File: config.mk
export PLATFORM = sky130hd
export DESIGN_NAME = nmea_sentence_char_parser
export DESIGN_NICKNAME = d
export VERILOG_FILES = /design/src/rtl/nscp_pkg.sv /design/src/rtl/nmea_sentence_char_parser.sv /design/src/rtl/nscp_core.sv
export SDC_FILE = /design/constraint.sdc
export NUM_CORES = 1
export LEC_CHECK = 0
export ABC_AREA = 1
export BUFFER_PORTS_ARGS = -buffer_cell sky130_fd_sc_hd__buf_2
export CAP_MARGIN = 20
export CORE_MARGIN = 2
export CORE_UTILIZATION = 44
export CTS_CLUSTER_DIAMETER = 50
export CTS_CLUSTER_SIZE = 16
export DETAILED_ROUTE_END_ITERATION = 16
export PLACE_DENSITY = 0.66
export SLEW_MARGIN = 15
export SYNTH_ARGS = -nofsm -noshare
export SYNTH_HDL_FRONTEND = slang
export SYNTH_SLANG_ARGS = --single-unit
File: constraint.sdc
create_clock -name clock -period 9.3 [get_ports clock]
set_input_delay 1.86 -clock clock [delete_from_list [all_inputs] [get_ports clock]]
set_output_delay 1.86 -clock clock [all_outputs]
set_load 0.01 [all_outputs]
File: src/rtl/nscp_pkg.sv
package nscp_pkg;

   localparam logic [7:0] CH_CR     = 8'h0D;
   localparam logic [7:0] CH_LF     = 8'h0A;
   localparam logic [7:0] CH_DOLLAR = 8'h24;
   localparam logic [7:0] CH_STAR   = 8'h2A;
   localparam logic [7:0] CH_COMMA  = 8'h2C;
   localparam logic [7:0] CH_DOT    = 8'h2E;
   localparam logic [7:0] CH_MINUS  = 8'h2D;
   localparam logic [7:0] CH_ZERO   = 8'h30;
   localparam logic [7:0] CH_ONE    = 8'h31;
   localparam logic [7:0] CH_UPPER_A = 8'h41;
   localparam logic [7:0] CH_UPPER_C = 8'h43;
   localparam logic [7:0] CH_UPPER_G = 8'h47;
   localparam logic [7:0] CH_UPPER_M = 8'h4D;
   localparam logic [7:0] CH_UPPER_S = 8'h53;
   localparam logic [7:0] CH_UPPER_T = 8'h54;
   localparam logic [7:0] CH_UPPER_V = 8'h56;

   localparam logic [31:0] IN_USE_MARK     = 32'h0000_0080;
   localparam logic [31:0] SNR_ALL_CLEAR   = 32'h0000_00FF;
   localparam logic [11:0] YEAR_BASE_RESET = 12'd2000;

   localparam logic [4:0] KIND_NONE     = 5'd0;
   localparam logic [4:0] KIND_FIX      = 5'd1;
   localparam logic [4:0] KIND_SATS     = 5'd2;
   localparam logic [4:0] KIND_ALT      = 5'd3;
   localparam logic [4:0] KIND_HR       = 5'd4;
   localparam logic [4:0] KIND_LAT      = 5'd7;
   localparam logic [4:0] KIND_NS       = 5'd8;
   localparam logic [4:0] KIND_LON      = 5'd9;
   localparam logic [4:0] KIND_EW       = 5'd10;
   localparam logic [4:0] KIND_SPEED    = 5'd11;
   localparam logic [4:0] KIND_COURSE   = 5'd12;
   localparam logic [4:0] KIND_DAY      = 5'd13;
   localparam logic [4:0] KIND_FIXTYPE  = 5'd16;
   localparam logic [4:0] KIND_SNR      = 5'd17;
   localparam logic [4:0] KIND_SNR_CLR  = 5'd18;
   localparam logic [4:0] KIND_POS_CLR  = 5'd19;

   localparam logic [2:0] TD_DAY = 3'd3;

   typedef enum logic [2:0] {
      MODE_IDLE,
      MODE_KEY,
      MODE_GGA,
      MODE_RMC,
      MODE_GSA,
      MODE_GSV,
      MODE_VTG
   } mode_type;

   typedef struct packed {
      logic [7:0]       kw0;
      logic [7:0]       kw1;
      logic [2:0]       cc;
      logic [4:0]       fi;
      logic             minus;
      logic [6:0]       sat;
      logic [6:0]       snr;
      logic [31:0]      num;
      logic [5:0][11:0] td;
      logic             fix;
   } datapath_type;

   typedef struct packed {
      logic [4:0]  kind;
      logic [4:0]  sat_index;
      logic [31:0] value;
      logic        ready;
      logic        fix;
   } result_type;

endpackage

File: src/rtl/nmea_sentence_char_parser.sv
// NMEA 0183 sentence parser, one received character per item.
// req_ carries the character stream (req_rx_byte); rsp_ returns one result
// per character: which quantity it wrote (rsp_update_kind), the satellite
// entry for SNR and in-use updates, the new value, the data ready pulse that
// follows a VTG address and the current fix flag.
// Both channels move an item when valid is high and stall is low.
// The character is held in an input register, decoded in one pass against
// the parser state, and the result lands in an output register. One item is
// taken every cycle while the receiver does not stall; the rate is set by the
// state update between the two registers.
// When the receiver stalls, the result holds in the output register and one
// more character may wait in the input register before req_stall rises.
// The csr_ port writes year_base (added to the two-digit year); csr_ready
// is always high and writes are expected only while the block is idle.
// Synchronous reset empties both registers, puts the parser in idle,
// clears all accumulators and the fix flag, and sets year_base to 2000.
module nmea_sentence_char_parser #(
   parameter int NUM_SATS = 32
) (
   input  logic               clock,
   input  logic               reset,
   input  logic               req_valid,
   output logic               req_stall,
   input  logic [7:0]         req_rx_byte,
   output logic               rsp_valid,
   input  logic               rsp_stall,
   output logic [4:0]         rsp_update_kind,
   output logic [4:0]         rsp_sat_index,
   output logic signed [31:0] rsp_update_value,
   output logic               rsp_data_ready,
   output logic               rsp_fix_valid,
   input  logic               csr_valid,
   output logic               csr_ready,
   input  logic [11:0]        csr_year_base
);
   import nscp_pkg::*;

   logic       in_vld_ff, in_vld_in;
   logic [7:0] in_byte_ff, in_byte_in;
   logic       out_vld_ff, out_vld_in;
   result_type out_ff, out_in;
   result_type step_res;
   logic       advance, req_take, rsp_take;

   assign advance   = in_vld_ff && (!out_vld_ff || !rsp_stall);
   assign req_stall = in_vld_ff && !advance;
   assign req_take  = req_valid && !req_stall;
   assign rsp_take  = out_vld_ff && !rsp_stall;
   assign csr_ready = 1'b1;

   nscp_core #(
      .NUM_SATS(NUM_SATS)
   ) u_core (
      .clock         (clock),
      .reset         (reset),
      .step_en       (advance),
      .rx_byte       (in_byte_ff),
      .cfg_we        (csr_valid && csr_ready),
      .cfg_year_base (csr_year_base),
      .res           (step_res)
   );

   always_comb begin
      in_vld_in  = req_take ? 1'b1 : (advance ? 1'b0 : in_vld_ff);
      in_byte_in = req_take ? req_rx_byte : in_byte_ff;
      out_vld_in = advance ? 1'b1 : (rsp_take ? 1'b0 : out_vld_ff);
      out_in     = advance ? step_res : out_ff;
   end

   always_ff @(posedge clock) begin
      if (reset) begin
         in_vld_ff  <= 1'b0;
         out_vld_ff <= 1'b0;
      end else begin
         in_vld_ff  <= in_vld_in;
         out_vld_ff <= out_vld_in;
      end
      in_byte_ff <= in_byte_in;
      out_ff     <= out_in;
   end

   assign rsp_valid        = out_vld_ff;
   assign rsp_update_kind  = out_ff.kind;
   assign rsp_sat_index    = out_ff.sat_index;
   assign rsp_update_value = $signed(out_ff.value);
   assign rsp_data_ready   = out_ff.ready;
   assign rsp_fix_valid    = out_ff.fix;

endmodule

File: src/rtl/nscp_core.sv
module nscp_core #(
   parameter int NUM_SATS = 32
) (
   input  logic                clock,
   input  logic                reset,
   input  logic                step_en,
   input  logic [7:0]          rx_byte,
   input  logic                cfg_we,
   input  logic [11:0]         cfg_year_base,
   output nscp_pkg::result_type res
);
   import nscp_pkg::*;

   localparam logic [6:0] SAT_MAX = 7'(NUM_SATS);

   mode_type     mode_ff, mode_in;
   datapath_type dp_ff, dp_in;
   logic [11:0]  year_base_ff, year_base_in;

   logic [31:0] d32, acc10;
   logic [11:0] d12;
   logic [6:0]  d7, sat10, snr10;
   logic [2:0]  cc_inc;
   logic [7:0]  kw0_new, kw1_new;

   assign d32     = {24'd0, rx_byte} - {24'd0, CH_ZERO};
   assign d12     = {4'd0, rx_byte} - {4'd0, CH_ZERO};
   assign d7      = rx_byte[6:0] - CH_ZERO[6:0];
   assign acc10   = (dp_ff.num << 3) + (dp_ff.num << 1);
   assign sat10   = (dp_ff.sat << 3) + (dp_ff.sat << 1);
   assign snr10   = (dp_ff.snr << 3) + (dp_ff.snr << 1);
   assign cc_inc  = (dp_ff.cc == 3'd7) ? 3'd7 : dp_ff.cc + 3'd1;
   assign kw0_new = (dp_ff.cc == 3'd3) ? rx_byte : dp_ff.kw0;
   assign kw1_new = (dp_ff.cc == 3'd4) ? rx_byte : dp_ff.kw1;
   assign year_base_in = cfg_we ? cfg_year_base : year_base_ff;

   function automatic logic sat_ok(logic [6:0] s);
      return (s != 7'd0) && (s <= SAT_MAX);
   endfunction

   // First digit sets tens, second adds units (plus the century for the year).
   function automatic logic [11:0] td_next(logic [11:0] old, logic [11:0] d,
                                           logic second, logic is_year,
                                           logic [11:0] base);
      logic [11:0] v;
      if (second) begin
         v = old + d + (is_year ? base : 12'd0);
      end else begin
         v = (d << 3) + (d << 1);
      end
      return v;
   endfunction

   // Next parse mode
   always_comb begin
      mode_in = mode_ff;
      if (rx_byte == CH_CR) begin
         mode_in = MODE_IDLE;
      end else begin
         unique case (mode_ff) inside
            MODE_KEY: begin
               if (cc_inc == 3'd5) begin
                  if (kw0_new == CH_UPPER_G && kw1_new == CH_UPPER_A)
                     mode_in = MODE_GGA;
                  else if (kw0_new == CH_UPPER_M && kw1_new == CH_UPPER_C)
                     mode_in = MODE_RMC;
                  else if (kw0_new == CH_UPPER_S && kw1_new == CH_UPPER_A)
                     mode_in = MODE_GSA;
                  else if (kw0_new == CH_UPPER_S && kw1_new == CH_UPPER_V)
                     mode_in = MODE_GSV;
                  else if (kw0_new == CH_UPPER_T && kw1_new == CH_UPPER_G)
                     mode_in = MODE_VTG;
                  else
                     mode_in = MODE_IDLE;
               end
            end
            MODE_VTG: begin
               mode_in = MODE_IDLE;
            end
            MODE_GGA, MODE_RMC, MODE_GSA, MODE_GSV: begin
               if (rx_byte == CH_LF || rx_byte == CH_STAR)
                  mode_in = MODE_IDLE;
               else if (mode_ff == MODE_RMC && rx_byte != CH_COMMA &&
                        dp_ff.fi == 5'd2 && rx_byte != CH_UPPER_A)
                  mode_in = MODE_IDLE;
            end
            default: begin
               mode_in = (rx_byte == CH_DOLLAR) ? MODE_KEY : MODE_IDLE;
            end
         endcase
      end
   end

   // Field accumulators and the result of this byte
   always_comb begin
      logic [1:0]  slot;
      logic [2:0]  idx;
      logic [11:0] tdv;
      logic [6:0]  s;
      dp_in = dp_ff;
      res = '0;
      res.kind = KIND_NONE;
      slot = dp_ff.cc[2:1];
      idx = {1'b0, slot};
      tdv = '0;
      s = '0;
      if (rx_byte != CH_CR) begin
         unique case (mode_ff) inside
            MODE_KEY: begin
               dp_in.kw0 = kw0_new;
               dp_in.kw1 = kw1_new;
               dp_in.cc = cc_inc;
               if (cc_inc == 3'd5) begin
                  dp_in.num = '0;
                  dp_in.cc = '0;
                  dp_in.minus = 1'b0;
                  dp_in.fi = '0;
               end
            end
            MODE_VTG: begin
               res.ready = 1'b1;
            end
            MODE_GGA, MODE_RMC, MODE_GSA, MODE_GSV: begin
               if (rx_byte == CH_LF || rx_byte == CH_STAR) begin
                  // sentence ends, nothing written
               end else if (rx_byte == CH_COMMA) begin
                  if (dp_ff.fi != 5'd31)
                     dp_in.fi = dp_ff.fi + 5'd1;
                  dp_in.num = '0;
                  dp_in.cc = '0;
                  dp_in.minus = 1'b0;
               end else if (mode_ff == MODE_GGA) begin
                  case (dp_ff.fi)
                     5'd6: begin
                        dp_in.fix = (rx_byte == CH_ONE);
                        res.kind = KIND_FIX;
                        res.value = {31'd0, dp_in.fix};
                     end
                     5'd7: begin
                        if (rx_byte != CH_DOT) begin
                           dp_in.num = acc10 + d32;
                           res.kind = KIND_SATS;
                           res.value = dp_in.num;
                           dp_in.cc = cc_inc;
                        end
                     end
                     5'd9: begin
                        if (rx_byte == CH_MINUS) begin
                           dp_in.minus = 1'b1;
                        end else if (rx_byte != CH_DOT) begin
                           dp_in.num = dp_ff.minus ? acc10 - d32 : acc10 + d32;
                           res.kind = KIND_ALT;
                           res.value = dp_in.num;
                        end
                     end
                     default: ;
                  endcase
               end else if (mode_ff == MODE_RMC) begin
                  case (dp_ff.fi) inside
                     5'd1: begin
                        if (dp_ff.cc < 3'd6) begin
                           tdv = td_next(dp_ff.td[idx], d12, dp_ff.cc[0], 1'b0,
                                         year_base_ff);
                           dp_in.td[idx] = tdv;
                           res.kind = KIND_HR + {3'd0, slot};
                           res.value = {20'd0, tdv};
                        end
                        dp_in.cc = cc_inc;
                     end
                     5'd2: begin
                        dp_in.num = '0;
                        res.kind = KIND_POS_CLR;
                     end
                     5'd3, 5'd5, 5'd7: begin
                        if (rx_byte != CH_DOT) begin
                           dp_in.num = acc10 + d32;
                           res.value = dp_in.num;
                           if (dp_ff.fi == 5'd3)
                              res.kind = KIND_LAT;
                           else if (dp_ff.fi == 5'd5)
                              res.kind = KIND_LON;
                           else
                              res.kind = KIND_SPEED;
                        end
                     end
                     5'd4, 5'd6: begin
                        res.kind = (dp_ff.fi == 5'd4) ? KIND_NS : KIND_EW;
                        res.value = {24'd0, rx_byte};
                     end
                     5'd8: begin
                        // point closes the integer part: no more course digits
                        if (rx_byte == CH_DOT) begin
                           dp_in.cc = 3'd5;
                        end else begin
                           if (dp_ff.cc < 3'd3) begin
                              dp_in.num = acc10 + d32;
                              res.kind = KIND_COURSE;
                              res.value = dp_in.num;
                           end
                           dp_in.cc = cc_inc;
                        end
                     end
                     5'd9: begin
                        if (dp_ff.cc < 3'd6) begin
                           idx = TD_DAY + {1'b0, slot};
                           tdv = td_next(dp_ff.td[idx], d12, dp_ff.cc[0],
                                         slot == 2'd2, year_base_ff);
                           dp_in.td[idx] = tdv;
                           res.kind = KIND_DAY + {3'd0, slot};
                           res.value = {20'd0, tdv};
                        end
                        dp_in.cc = cc_inc;
                     end
                     default: ;
                  endcase
               end else if (mode_ff == MODE_GSA) begin
                  case (dp_ff.fi) inside
                     5'd1: begin
                        res.kind = KIND_SNR_CLR;
                        res.value = SNR_ALL_CLEAR;
                     end
                     5'd2: begin
                        res.kind = KIND_FIXTYPE;
                        res.value = d32;
                     end
                     [5'd3:5'd14]: begin
                        if (dp_ff.cc == 3'd0) begin
                           dp_in.sat = d7;
                        end else if (dp_ff.cc == 3'd1) begin
                           s = sat10 + d7;
                           dp_in.sat = s;
                           if (sat_ok(s)) begin
                              res.kind = KIND_SNR;
                              res.sat_index = 5'(s - 7'd1);
                              res.value = IN_USE_MARK;
                           end
                        end
                        dp_in.cc = cc_inc;
                     end
                     default: ;
                  endcase
               end else begin
                  if (dp_ff.fi == 5'd1) begin
                     dp_in.sat = '0;
                     dp_in.snr = '0;
                  end else if (dp_ff.fi >= 5'd4 && dp_ff.fi <= 5'd19 &&
                               dp_ff.fi[1:0] == 2'd0) begin
                     if (dp_ff.cc == 3'd0) begin
                        dp_in.sat = d7;
                        dp_in.snr = '0;
                     end else if (dp_ff.cc == 3'd1) begin
                        s = sat10 + d7;
                        dp_in.sat = s;
                        if (sat_ok(s)) begin
                           res.kind = KIND_SNR;
                           res.sat_index = 5'(s - 7'd1);
                           res.value = {25'd0, dp_ff.snr};
                        end
                     end
                     dp_in.cc = cc_inc;
                  end else if (dp_ff.fi >= 5'd7 && dp_ff.fi <= 5'd19 &&
                               dp_ff.fi[1:0] == 2'd3) begin
                     if (dp_ff.cc == 3'd0) begin
                        dp_in.snr = d7;
                     end else if (dp_ff.cc == 3'd1) begin
                        s = snr10 + d7;
                        dp_in.snr = s;
                        if (sat_ok(dp_ff.sat)) begin
                           res.kind = KIND_SNR;
                           res.sat_index = 5'(dp_ff.sat - 7'd1);
                           res.value = {25'd0, s};
                        end
                     end
                     dp_in.cc = cc_inc;
                  end
               end
            end
            default: begin
               if (rx_byte == CH_DOLLAR)
                  dp_in.cc = '0;
            end
         endcase
      end
      res.fix = dp_in.fix;
   end

   always_ff @(posedge clock) begin
      if (reset) begin
         mode_ff <= MODE_IDLE;
         dp_ff <= '0;
         year_base_ff <= YEAR_BASE_RESET;
      end else begin
         year_base_ff <= year_base_in;
         if (step_en) begin
            mode_ff <= mode_in;
            dp_ff <= dp_in;
         end
      end
   end

endmodule

* Word level (Yosys, flattened, before mapping)
Index checks and enable logic that the tools add are counted.
** Word-level totals
- Register bits :: 213
- Bits in latches :: 0
- RAM bits :: 0
- Bits in read-only memories :: 0
- Bits of input ports :: 25
- Output and inout port bits :: 47
- Logic and storage cells :: 388
- Memories :: 0
** Cells by class
- Add/subtract/negate cells :: 21
- $mul :: 0
- Divide/modulo/power cells :: 0
- Order comparisons :: 13
- Eq/ne operators :: 79
- Shift operators :: 0
- Mux-type cells :: 189
- Bitwise operators :: 8
- Reduce and logical (&&, ||, !) cells :: 53
** Operators with widths (number)
- $mux 32 :: 29
- $mux 72 :: 9
- $mux 42 :: 13
- $mux 12 :: 31
- $bwmux 72 :: 2
- $mux 128 :: 1
- $pmux 32 s2 :: 2
- $mux 5 :: 21
- $mux 104 :: 1
- $pmux 32 s3 :: 1
- $mux 7 :: 13
- $mux 3 :: 30
- $mux 73 :: 1
- $add 32x32->32 :: 2
- $eq 8x7->1 const B :: 8
- $mux 14 :: 4
- $add 12x12->12 :: 4
- $eq 8x6->1 const B :: 6
- $bmux 12 s3 :: 1
- $demux 12 s3 :: 1
- $sub 32x32->32 :: 1
- $add 7x7->7 :: 4
- $bmux 12 s2 :: 1
- $demux 12 s2 :: 1
- 73 further kinds :: 176

* Depth between registers and ports, before layout
- Word-level depth :: 33
- Mapped depth :: 34
- Mapped depth without buffers :: 30

* By module
Synthesis repeated with hierarchy kept, for this count alone.
** Unflattened totals
- Cell total of the unflattened synthesis :: 3523
- Area, all modules :: 21620.7 um^2
** By module, submodules not included
- nscp_core :: instances 1, cells each 3457, area each 19956.6 um^2, seq. area each 3163.0 um^2
- nmea_sentence_char_parser :: instances 1, cells each 66, area each 1664.1 um^2, seq. area each 1601.5 um^2

* Worst setup path before layout
Ideal clock, no wire load.
- Path type :: input port to flip-flop
- Start point :: input port rsp_stall
- End point :: register with a tool-made name
- Setup time :: 0.118 ns
- Data arrival time :: 5.384 ns
- Required time :: 9.182 ns
- Setup slack :: 3.798 ns
- Stages on the path :: 11
- Path buffers :: 1
- Cell sequence :: nand2_1 > inv_1 > nor2_1 > inv_2 > nor4_1 > nand3_2 > a21oi_4 > inv_2 > buf_2 > a221oi_2 > nor2_1
** RTL lines
- from (decl) :: line nmea_sentence_char_parser.sv:26 : input logic rsp_stall,

* Worst setup path in the final report
- Start point :: register u_core.dp_ff[126] (netlist name)
- End point :: register out_ff, in the netlist rsp_update_value[9], data pin
** On the way
- Longest elaborated chain between the ends :: 28
- Elaborated cells on any way between the ends :: 62
- Classes of those cells :: add/sub: 4; order compare: 2; eq/ne: 2; mux: 53; reduce/logical: 1
** Ends and longest elaborated chain
- from (decl) :: line nscp_core.sv:17 : datapath_type dp_ff, dp_in;
- from (signal assigned) :: line nscp_core.sv:296 : dp_ff <= dp_in;
- $add 2x2->3 :: line nscp_core.sv:205 : idx = TD_DAY + {1'b0, slot};
- $bmux 12 s3 :: line nscp_core.sv:206 : tdv = td_next(dp_ff.td[idx], d12, dp_ff.cc[0],
- $mux 12 (implied by the code) :: line nscp_core.sv:206
- $add 12x12->12 (2 in series) :: line nscp_core.sv:47 : v = old + d + (is_year ? base : 12'd0);
- $mux 12 :: line nscp_core.sv:46 : if (second) begin
- $mux 12 :: line nscp_core.sv:204 : if (dp_ff.cc < 3'd6) begin
- $mux 12 (6 in series) :: line nscp_core.sv:159 : case (dp_ff.fi) inside
- $mux 12 :: line nscp_core.sv:158 : end else if (mode_ff == MODE_RMC) begin
- [... 2 more ...]
- $mux 12 :: line nscp_core.sv:124 : if (rx_byte == CH_LF || rx_byte == CH_STAR) begin
- $mux 12 :: line nscp_core.sv:108 : unique case (mode_ff) inside
- $mux 12 :: line nscp_core.sv:107 : if (rx_byte != CH_CR) begin
- $mux 12 :: line nscp_core.sv:204
- $mux 12 :: line nscp_core.sv:159
- $mux 32 (5 in series) :: line nscp_core.sv:159
- $mux 32 (*) :: line nscp_core.sv:158
- $mux 32 (*) :: line nscp_core.sv:132 : end else if (mode_ff == MODE_GGA) begin
- to (signal assigned) :: line nmea_sentence_char_parser.sv:79 : out_ff <= out_in;
- to (decl) :: line nmea_sentence_char_parser.sv:41 : result_type out_ff, out_in;
Mark *: on every way between the ends. The rest lies on a longest branch, timed or not. The select of a mux whose other input is x is not followed.
A chain may end at the register's enable or synchronous reset.

==> impl_metrics.csv <==
group,metric,value,unit
timing,worstMarginPinSlew,1179,ps
timing,report.final.slew_viol_count,0,
cells_and_area,layout.nets,3926,
timing,fin_crit_sh,70.57,%
synth,yosys-top-cells-count,"nand2_1, inv_1, o21ai_0, a21oi_1, nor2_1",
critical_path,crit_required,9590,ps
die,io_pins,72,
cells_and_area,fin_area,24460,sq um
placed_design,place_area,23230,sq um
synth,seq_area_frac_synth,21.34,%
drt,wl_per_cell,20.89,um
cells_and_area,area_growth,9.568,%
cells_and_area,layout-drive-gt1-share,6.238,%
synth,post-synth-top-count-cell,"nand2_1",
synth,synth_edf_count,52,
drt,num_vias,25749,
worst_hold_path,hp-class,"reg2reg",
drt,drt-pass1-iter-count,7,
clocking,worstSkewPairLatency,580,ps
timing,finalSetupTns,0,ps
timing,min_period,6563,ps
synth,synthCells,3722,
power,leakagePower,12.05,nW
global_routing,grt_pass1_wl,139500,um
power,p_per_area,111.0,nW/um^2
synth,ys_types,58,
clocking,cts_sinks,212,
timing,clock_skew,47.79,ps
timing,rsz0062_at_grt,"false",
global_routing,grt_overflow_total,0,
drt,drt_iter0_drc,2925,
timing,slew_headroom,20.56,%
critical_path,cp.arrival,6860,ps
drt,antenna_left,0,
power,ir_drop,0.1491,mV
die,dieArea,52550,sq um
clocking,post_cts_buffers,0,
global_routing,antenna_found_initial,3,
clocking,cts_resized,0,
cells_and_area,utilization,48.75,%
drt,drcViolationCount,0,
clocking,cts-root-buf,"clkbuf_16",
placed_design,globalplace.congestion,1.044,
die,start_util,44.49,%
critical_path,critPathMaxFanout,67,
job,maxCapViolations,0,
synth,syn_area_per_cell,5.997,sq um
critical_path,worst-setup-path-type,"reg2reg",
synth,yosys.area.top_type,"nand2_1",
drt,routed_via_density,5.820,
die,die_h,229.2,um
drt,wl,92440,um
synth,syn-cell-area,22320,sq um
critical_path,cpMaxStageDelayCell,"ha_1",
clocking,cts_buffer_depth,3,
cells_and_area,nFillCells,5366,
synth,synthFlopType,"dfxtp_1",
global_routing,grt_use_total,34.37,%
critical_path,startpoint_type,"flip-flop",
critical_path,cp_common_cell,"nand2_1",
timing,hold_slack,447.8,ps
clocking,cts_buffers,35,
clocking,cts_hold_buf,0,
timing,hold_violations,0,
placed_design,numPortBuffers,70,
synth,ys_ff_latch,212,
clocking,htreeDepth,2,
synth,synthArstFlopShare,0,%
placed_design,dp_hpwl,68860,um
timing,setup_viol,0,
global_routing,grt_max_degree,88,
die,rows,82,
clocking,clk_pin_slew,50,ps
critical_path,setup.worst_path.end_class,"flip-flop",
clocking,tritoncts,"done",
global_routing,grt_pass1_vias,23711,
synth,syn_nets,3924,
synth,synth_top_area_share,16.48,%
die,core,50170,sq um
critical_path,max_stage_delay,780,ps
outcome,status,"finished clean",
die,fp.dieW,229.2,um
timing,max_freq,152.4,MHz
synth,synthTopCellsByArea,"nand2_1, dfxtp_1, ha_1",
synth,synth_warnings,0,
-- final cells by class --
type	instances	area [sq um]	area share, %
Clock inverter	24	257.7	1.054
Antenna cell	1	2.502	0.01023
Tap cell	672	840.8	3.438
Sequential cell	212	4766	19.49
Timing Repair Buffer	105	613.1	2.507
Clock buffer	40	968.4	3.959
Inverter	476	1787	7.305
Multi-Input combinational cell	2894	15220	62.24
-- critical path: cells and delay by family, from the launching register on --
family                   cells  cell delay (ps)
buffers and inverters        4             1380
adder cells (fa/ha/maj)      4             1970
flip-flops                   1              310
AO/OA/AOI/OAI                2              510
AND/OR/NAND/NOR             16             2100
-- worst paths after layout --
path	end	startpoint	cells past startpoint	slack, ps
worst max-delay path	rsp_update_value[9]$_SDFFCE_PP0P_	u_core.dp_ff[126]$_SDFFE_PP0P_	26	2740
worst min-delay path	u_core.dp_ff[143]$_SDFFE_PP0P_	u_core.dp_ff[143]$_SDFFE_PP0P_	2	450
worst max register to register	rsp_update_value[9]$_SDFFCE_PP0P_	u_core.dp_ff[126]$_SDFFE_PP0P_	26	2740
worst min register to register	u_core.dp_ff[143]$_SDFFE_PP0P_	u_core.dp_ff[143]$_SDFFE_PP0P_	2	450
-- per-stage QoR --
step	total power [mW]	cells	setup slack (ps)
final	2.714	4424	2737
after global routing	2.793	4423	2328
after CTS	2.714	4423	2925
after detailed placement	1.338	4359	2986
after global placement	1.336	4359	3170
after floorplan	1.207	3722	3798
-- metal layers --
metal / wire (um) / track usage, % / vias to the layer above
li1: - / - / 12365
met2: 40590 / 55.10 / 1375
met5: 0 / 0 / -
met1: 35260 / 40.74 / 11659
met4: 8623 / 27.46 / 0
met3: 7963 / 5.715 / 350
-- power breakdown --
group	internal, mW	leakage, nW	switching [mW]	total, mW
combinational	0.0900	9.61	0.279	0.369
clock	0.810	0.607	0.572	1.38
sequential	0.955	1.83	0.00768	0.962
-- cell families after synthesis --
group / Yosys count / share of synthesized area, %
mux: 1 / 0.04484
simple gates: 1771 / 33.11
xor+xnor: 68 / 2.668
flops: 212 / 21.34
buf+inv: 616 / 10.60
other cells: 1 / 0.01680
fa+ha+maj: 177 / 10.76
compound gates: 876 / 21.45
-- layout by cell type (no fill, tap or decap), types with 6 or more instances in the layout --
cell / instances
a211oi_1: 14
nor3_1: 31
clkinv_1: 7
buf_2: 70
nor2_1: 333
a22oi_1: 6
nand2_1: 980
xor2_1: 42
inv_6: 8
o22ai_1: 23
nand3_1: 325
and2_1: 7
o21ai_0: 360
nor4_1: 12
ha_1: 152
nand4_1: 39
o21bai_1: 16
nor2_2: 12
a21o_1: 6
o211ai_1: 47
or2_2: 6
a21oi_1: 351
edfxtp_1: 52
inv_2: 23
fa_1: 25
buf_4: 35
a31oi_1: 17
inv_1: 446
xnor2_1: 26
clkbuf_16: 38
dfxtp_1: 159
Power figures use the tool's default switching activity.
